`src/rtl/core/tcps_pkg.sv`:
```
// Shared types and codes for the two-class priority scheduler.
`default_nettype none
package tcps_pkg;

   localparam logic [2:0] ST_Q_URGENT  = 3'd0;
   localparam logic [2:0] ST_Q_REGULAR = 3'd1;
   localparam logic [2:0] ST_BAD_PRIO  = 3'd2;
   localparam logic [2:0] ST_FULL      = 3'd3;
   localparam logic [2:0] ST_S_URGENT  = 3'd4;
   localparam logic [2:0] ST_S_REGULAR = 3'd5;
   localparam logic [2:0] ST_EMPTY     = 3'd6;

   localparam logic [1:0] CSR_URGENT_THRESHOLD = 2'd0;
   localparam logic [1:0] CSR_MIN_PRIORITY     = 2'd1;
   localparam logic [1:0] CSR_MAX_PRIORITY     = 2'd2;

   localparam logic       CMD_REGISTER = 1'b0;

   localparam logic [3:0] RST_URGENT_THRESHOLD = 4'd5;
   localparam logic [3:0] RST_MIN_PRIORITY     = 4'd1;
   localparam logic [3:0] RST_MAX_PRIORITY     = 4'd10;
   localparam logic [15:0] RST_NEXT_ID         = 16'd1;

   typedef struct packed {
      logic        command;
      logic [3:0]  priority_req;
      logic [15:0] patient_tag;
   } req_type;

   typedef struct packed {
      logic [2:0]  status;
      logic [15:0] entry_id;
      logic [15:0] entry_tag;
      logic [3:0]  entry_priority;
   } rsp_type;

   typedef struct packed {
      logic [15:0] id;
      logic [15:0] tag;
      logic [3:0]  prio;
   } slot_type;

   typedef struct packed {
      logic     insert;
      logic     pop;
      slot_type new_slot;
   } cell_ctl_type;

endpackage
`default_nettype wire

```
`src/rtl/core/tcps_ram.sv`:
```
// Generic single-write, single-read RAM with registered read data.
`default_nettype none
module tcps_ram #(
   parameter int WIDTH = 36,
   parameter int DEPTH = 16
) (
   input  wire logic                     clock,
   input  wire logic                     wr_en,
   input  wire logic [$clog2(DEPTH)-1:0] wr_addr,
   input  wire logic [WIDTH-1:0]         wr_data,
   input  wire logic                     rd_en,
   input  wire logic [$clog2(DEPTH)-1:0] rd_addr,
   output      logic [WIDTH-1:0]         rd_data
);

   logic [WIDTH-1:0] mem_ff [DEPTH];
   logic [WIDTH-1:0] rd_data_ff;

   always_ff @(posedge clock) begin
      if (wr_en) begin
         mem_ff[wr_addr] <= wr_data;
      end
      if (rd_en) begin
         rd_data_ff <= mem_ff[rd_addr];
      end
   end

   assign rd_data = rd_data_ff;

endmodule
`default_nettype wire

```
`src/rtl/core/tcps_cell.sv`:
```
// One cell of the sorted urgent chain: holds one entry, shifts on insert or pop.
`default_nettype none
module tcps_cell
   import tcps_pkg::*;
#(
   parameter int IDX   = 0,
   parameter int CNT_W = 5
) (
   input  wire logic               clock,
   input  wire cell_ctl_type       ctl,
   input  wire logic [CNT_W-1:0]   count,
   input  wire logic               prev_keep,
   input  wire slot_type           prev_slot,
   input  wire slot_type           next_slot,
   output      logic               keep,
   output      slot_type           slot
);

   slot_type slot_ff;
   slot_type slot_in;
   logic     occupied;

   assign occupied = CNT_W'(IDX) < count;
   // ties stay ahead of the new entry
   assign keep     = occupied && (slot_ff.prio >= ctl.new_slot.prio);

   always_comb begin
      slot_in = slot_ff;
      if (ctl.insert) begin
         if (!keep) begin
            slot_in = prev_keep ? ctl.new_slot : prev_slot;
         end
      end else if (ctl.pop) begin
         slot_in = next_slot;
      end
   end

   always_ff @(posedge clock) begin
      slot_ff <= slot_in;
   end

   assign slot = slot_ff;

endmodule
`default_nettype wire

```
`src/rtl/core/two_class_priority_scheduler_unit.sv`:
```
// Top level of the two-class priority scheduler: urgent cell chain plus regular FIFO.
//
// Usage:
//   Requests enter on req_word when start is high and busy is low. busy is high
//   only while reset is asserted; otherwise a request is taken every cycle.
//   Each request yields exactly one response word on rsp_word, marked by a
//   one-cycle rsp_strobe, in the cycle after acceptance (throughput
//   1 request per cycle). The receiver cannot stall; words must be taken on
//   the strobe cycle.
//   Urgent entries sit in a row of URGENT_DEPTH cells kept sorted by priority;
//   an insert or a pop shifts the whole row together. Regular entries sit in
//   a RAM FIFO whose read port is registered.
//   Configuration words arrive on the csr_ channel, always ready, and must be
//   written only while no request is in flight.
//   Reset restores the threshold to 5, the range to 1..10, empties both
//   stores and sets the next identifier to 1. No clearing pass is needed.
`default_nettype none
module two_class_priority_scheduler_unit
   import tcps_pkg::*;
#(
   parameter int URGENT_DEPTH  = 16,
   parameter int REGULAR_DEPTH = 16
) (
   input  wire logic       clock,
   input  wire logic       reset,
   input  wire logic       start,
   output      logic       busy,
   input  wire req_type    req_word,
   output      logic       rsp_strobe,
   output      rsp_type    rsp_word,
   input  wire logic       csr_valid,
   output      logic       csr_ready,
   input  wire logic [1:0] csr_index,
   input  wire logic [3:0] csr_data
);

   localparam int UCNT_W = $clog2(URGENT_DEPTH + 1);
   localparam int RCNT_W = $clog2(REGULAR_DEPTH + 1);
   localparam int RPTR_W = $clog2(REGULAR_DEPTH);
   localparam int SLOT_W = $bits(slot_type);

   logic [3:0]        threshold_ff, min_prio_ff, max_prio_ff;
   logic [UCNT_W-1:0] ucount_ff, ucount_in;
   logic [RCNT_W-1:0] rcount_ff, rcount_in;
   logic [RPTR_W-1:0] rhead_ff, rhead_in, rtail_ff, rtail_in;
   logic [15:0]       next_id_ff, next_id_in;
   logic              rsp_valid_ff;
   rsp_type           rsp_ff, rsp_in;
   logic              from_fifo_ff, from_fifo_in;

   logic              accept;
   logic              csr_write;
   cell_ctl_type      ctl;
   logic              fifo_wr, fifo_rd;
   logic [SLOT_W-1:0] fifo_rd_bits;
   slot_type          fifo_rd_slot;
   logic              bad_prio, is_urgent;

   slot_type          cell_slot [URGENT_DEPTH];
   logic              cell_keep [URGENT_DEPTH];

   assign busy      = reset;
   assign accept    = start && !busy;
   assign csr_ready = 1'b1;
   assign csr_write = csr_valid && csr_ready;

   assign bad_prio  = (req_word.priority_req < min_prio_ff) ||
                      (req_word.priority_req > max_prio_ff);
   assign is_urgent = req_word.priority_req > threshold_ff;

   always_comb begin
      ctl.insert        = 1'b0;
      ctl.pop           = 1'b0;
      ctl.new_slot.id   = next_id_ff;
      ctl.new_slot.tag  = req_word.patient_tag;
      ctl.new_slot.prio = req_word.priority_req;
      fifo_wr      = 1'b0;
      fifo_rd      = 1'b0;
      from_fifo_in = 1'b0;
      ucount_in    = ucount_ff;
      rcount_in    = rcount_ff;
      rhead_in     = rhead_ff;
      rtail_in     = rtail_ff;
      next_id_in   = next_id_ff;
      rsp_in       = '0;
      if (accept) begin
         if (req_word.command == CMD_REGISTER) begin
            if (bad_prio) begin
               rsp_in.status = ST_BAD_PRIO;
            end else if (is_urgent) begin
               if (ucount_ff >= UCNT_W'(URGENT_DEPTH)) begin
                  rsp_in.status = ST_FULL;
               end else begin
                  ctl.insert      = 1'b1;
                  ucount_in       = ucount_ff + UCNT_W'(1);
                  next_id_in      = next_id_ff + 16'd1;
                  rsp_in.status   = ST_Q_URGENT;
                  rsp_in.entry_id = next_id_ff;
               end
            end else begin
               if (rcount_ff >= RCNT_W'(REGULAR_DEPTH)) begin
                  rsp_in.status = ST_FULL;
               end else begin
                  fifo_wr         = 1'b1;
                  rcount_in       = rcount_ff + RCNT_W'(1);
                  rtail_in        = (rtail_ff == RPTR_W'(REGULAR_DEPTH - 1)) ?
                                    '0 : rtail_ff + RPTR_W'(1);
                  next_id_in      = next_id_ff + 16'd1;
                  rsp_in.status   = ST_Q_REGULAR;
                  rsp_in.entry_id = next_id_ff;
               end
            end
         end else if (ucount_ff != '0) begin
            ctl.pop               = 1'b1;
            ucount_in             = ucount_ff - UCNT_W'(1);
            rsp_in.status         = ST_S_URGENT;
            rsp_in.entry_id       = cell_slot[0].id;
            rsp_in.entry_tag      = cell_slot[0].tag;
            rsp_in.entry_priority = cell_slot[0].prio;
         end else if (rcount_ff != '0) begin
            fifo_rd       = 1'b1;
            from_fifo_in  = 1'b1;
            rcount_in     = rcount_ff - RCNT_W'(1);
            rhead_in      = (rhead_ff == RPTR_W'(REGULAR_DEPTH - 1)) ?
                            '0 : rhead_ff + RPTR_W'(1);
            rsp_in.status = ST_S_REGULAR;
         end else begin
            rsp_in.status = ST_EMPTY;
         end
      end
   end

   always_ff @(posedge clock) begin
      if (reset) begin
         threshold_ff <= RST_URGENT_THRESHOLD;
         min_prio_ff  <= RST_MIN_PRIORITY;
         max_prio_ff  <= RST_MAX_PRIORITY;
         ucount_ff    <= '0;
         rcount_ff    <= '0;
         rhead_ff     <= '0;
         rtail_ff     <= '0;
         next_id_ff   <= RST_NEXT_ID;
         rsp_valid_ff <= 1'b0;
         from_fifo_ff <= 1'b0;
      end else begin
         if (csr_write) begin
            case (csr_index)
               CSR_URGENT_THRESHOLD: threshold_ff <= csr_data;
               CSR_MIN_PRIORITY:     min_prio_ff  <= csr_data;
               CSR_MAX_PRIORITY:     max_prio_ff  <= csr_data;
               default: ;
            endcase
         end
         ucount_ff    <= ucount_in;
         rcount_ff    <= rcount_in;
         rhead_ff     <= rhead_in;
         rtail_ff     <= rtail_in;
         next_id_ff   <= next_id_in;
         rsp_valid_ff <= accept;
         from_fifo_ff <= from_fifo_in;
      end
   end

   always_ff @(posedge clock) begin
      rsp_ff <= rsp_in;
   end

   for (genvar i = 0; i < URGENT_DEPTH; i++) begin : g_cell
      logic     prev_keep;
      slot_type prev_slot;
      slot_type next_slot;
      if (i == 0) begin : g_first
         assign prev_keep = 1'b1;
         assign prev_slot = ctl.new_slot;
      end else begin : g_mid
         assign prev_keep = cell_keep[i-1];
         assign prev_slot = cell_slot[i-1];
      end
      if (i == URGENT_DEPTH - 1) begin : g_last
         assign next_slot = cell_slot[i];
      end else begin : g_inner
         assign next_slot = cell_slot[i+1];
      end
      tcps_cell #(
         .IDX   (i),
         .CNT_W (UCNT_W)
      ) u_cell (
         .clock     (clock),
         .ctl       (ctl),
         .count     (ucount_ff),
         .prev_keep (prev_keep),
         .prev_slot (prev_slot),
         .next_slot (next_slot),
         .keep      (cell_keep[i]),
         .slot      (cell_slot[i])
      );
   end

   tcps_ram #(
      .WIDTH (SLOT_W),
      .DEPTH (REGULAR_DEPTH)
   ) u_fifo_ram (
      .clock   (clock),
      .wr_en   (fifo_wr),
      .wr_addr (rtail_ff),
      .wr_data (ctl.new_slot),
      .rd_en   (fifo_rd),
      .rd_addr (rhead_ff),
      .rd_data (fifo_rd_bits)
   );

   assign fifo_rd_slot = slot_type'(fifo_rd_bits);

   always_comb begin
      rsp_word = rsp_ff;
      if (from_fifo_ff) begin
         rsp_word.entry_id       = fifo_rd_slot.id;
         rsp_word.entry_tag      = fifo_rd_slot.tag;
         rsp_word.entry_priority = fifo_rd_slot.prio;
      end
   end

   assign rsp_strobe = rsp_valid_ff;

`ifndef SYNTHESIS
   a_ucount_bound: assert property (@(posedge clock) disable iff (reset)
      ucount_ff <= UCNT_W'(URGENT_DEPTH))
      else $error("urgent count above depth");

   a_rcount_bound: assert property (@(posedge clock) disable iff (reset)
      rcount_ff <= RCNT_W'(REGULAR_DEPTH))
      else $error("regular count above depth");

   a_one_word_per_req: assert property (@(posedge clock) disable iff (reset)
      accept |=> rsp_strobe)
      else $error("request without response word");

   a_chain_sorted: assert property (@(posedge clock) disable iff (reset)
      (ucount_ff >= UCNT_W'(2)) |-> (cell_slot[0].prio >= cell_slot[1].prio))
      else $error("urgent chain head out of order");

   a_fifo_serve_nonempty: assert property (@(posedge clock) disable iff (reset)
      fifo_rd |-> (ucount_ff == '0) && (rcount_ff != '0))
      else $error("fifo read while urgent pending or fifo empty");
`endif

endmodule
`default_nettype wire

```
`config.mk`:
```
export PLATFORM = sky130hd
export DESIGN_NAME = two_class_priority_scheduler_unit
export DESIGN_NICKNAME = d
export VERILOG_FILES = /design/src/rtl/core/tcps_pkg.sv /design/src/rtl/core/tcps_ram.sv /design/src/rtl/core/tcps_cell.sv /design/src/rtl/core/two_class_priority_scheduler_unit.sv
export SDC_FILE = /design/constraint.sdc
export NUM_CORES = 2
export LEC_CHECK = 0
export BUFFER_PORTS_ARGS = -buffer_cell sky130_fd_sc_hd__buf_4
export CAP_MARGIN = 5
export CORE_MARGIN = 3
export CORE_UTILIZATION = 31
export CTS_BUF_LIST = sky130_fd_sc_hd__clkbuf_2
export DETAILED_ROUTE_END_ITERATION = 8
export GPL_TIMING_DRIVEN = 0
export SYNTH_ARGS = -nofsm -noshare
export SYNTH_HDL_FRONTEND = slang
export SYNTH_HIERARCHICAL = 1
export SYNTH_SLANG_ARGS = --single-unit
```
`constraint.sdc`:
```
create_clock -name clock -period 5.61 [get_ports clock]
set_input_delay 0.8415 -clock clock [delete_from_list [all_inputs] [get_ports clock]]
set_output_delay 0.8415 -clock clock [all_outputs]
set_load 0.005 [all_outputs]
```
==> impl_metrics.env <==
export IMPL_status="complete, no violations"
export IMPL_fin_tns_setup_ns=0
export IMPL_grt_pass1_vias=36853
export IMPL_htree_levels=5
export IMPL_finalHoldViolations=0
export IMPL_nets=4792
export IMPL_rsz0062_at_grt="false"
export IMPL_clock_fmax_ghz=0.209
export IMPL_grt_util_all_layers_pct=14.7
export IMPL_ant_nets=0
export IMPL_cp_start_kind="flop"
export IMPL_post_place_ws_ns=0.381
export IMPL_port_buffer_count=71
export IMPL_vias_per_cell=4.81
export IMPL_crit_required_ns=4.77
export IMPL_routedWlPerCell_microns=19.5
export IMPL_path_clk_slew_ns=0.10
export IMPL_relSlewSlack_pct=13.6
export IMPL_max_cap_violations=0
export IMPL_area_delta_synth_final_pct=14.5
export IMPL_clock_path_buffers=4
export IMPL_tightestPinTransition_ns=1.30
export IMPL_power_density_nw_per_um2=272
export IMPL_clkLatencyLatePin_ns=1.67
export IMPL_setup_slack_ns=0.819
export IMPL_cts_tree="yes"
export IMPL_finalCritPeriodShare_pct=85.4
export IMPL_endpoint_kind="output pin"
export IMPL_dp_hpwl_microns=101000
export IMPL_grt_start_max_net_pins=53
export IMPL_place_gp_congestion=0.769
export IMPL_hold_path_class="in -> reg"
export IMPL_initialDrtViolationCount=2484
export IMPL_yosys_warnings=6
export IMPL_layout_drive_gt1_share_pct=21.9
export IMPL_cts_sinks=1275
export IMPL_avgSynthCellArea_sq_um=14.2
export IMPL_worst_setup_path_type="reg -> out"
export IMPL_initial_core_util_pct=31.4
export IMPL_clock_skew_ns=0.147
export IMPL_ioPinCount=73
export IMPL_grt_first_pass_wirelength_microns=218000
export IMPL_rows=158
export IMPL_cts_resized=0
export IMPL_cts_buffers=340
export IMPL_worstPathArrival_ns=3.95
export IMPL_maxSlewViolCount=0
export IMPL_antenna_found_initial=4
export IMPL_fin_crit_ns=4.79
export IMPL_finalSetupViolCount=0
export IMPL_core_area_sq_um=187000
export IMPL_wl_microns=144000
export IMPL_cp_max_fo=10
export IMPL_gr_total_overflow=0
export IMPL_vias=35522
export IMPL_die_h_microns=441
export IMPL_root_buffer="clkbuf_2"
export IMPL_dieArea_sq_um=194000
export IMPL_die_x_microns=441
export IMPL_drt_pass1_iter_count=7
export IMPL_drc=0
export IMPL_synthCells=4139
export IMPL_peakVddDrop_uv=201
export IMPL_synth_area_sq_um=58600
export IMPL_final_common_cell="edfxtp_1"
export IMPL_total_leakage_power_uw=0.0231
export IMPL_fillers=18296
export IMPL_most_common_layout_cells="1188 x edfxtp_1, 626 x a21oi_1, 616 x nor2_1"
routing by layer:
metal | share of wire (%) | vias up | track usage (%)
li1 | - | 16995 | -
met1 | 44 | 17225 | 19.1
met2 | 48 | 1047 | 24.2
met3 | 5.5 | 255 | 2.61
met4 | 2.7 | 0 | 5.66
met5 | 0 | - | 0
path summary, 6_finish.rpt:
check | start | end | slack, ns | cells past startpoint
setup reg to reg | ucount_ff[4]$_SDFFE_PP0P_ | g_cell[2].u_cell/slot[25]$_DFFE_PP_ | 0.90 | 7
hold / removal | req_word[1] | u_fifo_ram/mem_ff[9][5]$_DFFE_PP_ | 0.28 | 2
setup / recovery | from_fifo_ff$_SDFF_PP0_ | rsp_word[22] | 0.82 | 4
hold reg to reg | g_cell[0].u_cell/slot[13]$_DFFE_PP_ | rsp_ff[13]$_SDFF_PN0_ | 0.47 | 1
layout make-up:
class | instances | area [sq um] | area share [%]
Antenna cell | 9 | 22.5 | 0.0336
Buffer | 263 | 1980 | 2.95
Clock buffer | 484 | 2420 | 3.61
Clock inverter | 82 | 429 | 0.640
Inverter | 95 | 357 | 0.532
Multi-Input combinational cell | 2507 | 19000 | 28.4
Sequential cell | 1275 | 37400 | 55.8
Tap cell | 2480 | 3100 | 4.63
Timing Repair Buffer | 192 | 2270 | 3.39
stage by stage:
| stage | power [uW] | utilization [%] | hold slack (ns) | cells | cell area (sq um) |
|---|---|---|---|---|---|
| after floorplan | 11700 | - | 0.437 | 4140 | 58600 |
| after global placement | 12100 | 33.3 | 0.451 | 6691 | 62200 |
| after detailed placement | 12200 | 34.0 | 0.461 | 6741 | 63400 |
| after CTS | 18500 | 35.9 | 0.00532 | 7378 | 67000 |
| after global routing | 19100 | 35.9 | 0.0899 | 7384 | 67000 |
| final | 18200 | 35.9 | 0.278 | 7387 | 67000 |
report_power, final:
group          total (uW)  leakage, uW  switching, uW  internal [uW]
Clock                6210      0.00222           3730           2470
Combinational        1280      0.00907            763            518
Sequential          10700       0.0118            135          10600
Total               18200       0.0231           4630          13600
critical path, cell delays in order (launching register included):
cell	delay [ns]
dfxtp_1	0.31
clkbuf_1	0.75
clkbuf_1	0.69
mux2_2	0.46
buf_4	0.15
state kept, by name, summed over array words and instances, names as in the netlist, 5 cells and up:
| name | cells |
|---|---|
| u_fifo_ram/mem_ff | 576 |
| g_cell.u_cell/slot | 576 |
| rsp_ff | 36 |
| next_id_ff | 16 |
| u_fifo_ram/rd_data | 36 |
| rcount_ff | 5 |
| ucount_ff | 5 |
what timing repair did:
action	in CTS	in global routing
buffers inserted	0	0
hold buffers	71	0
endpoints found under the hold margin	706	0
No activity file was read; power rests on OpenSTA's default activity.
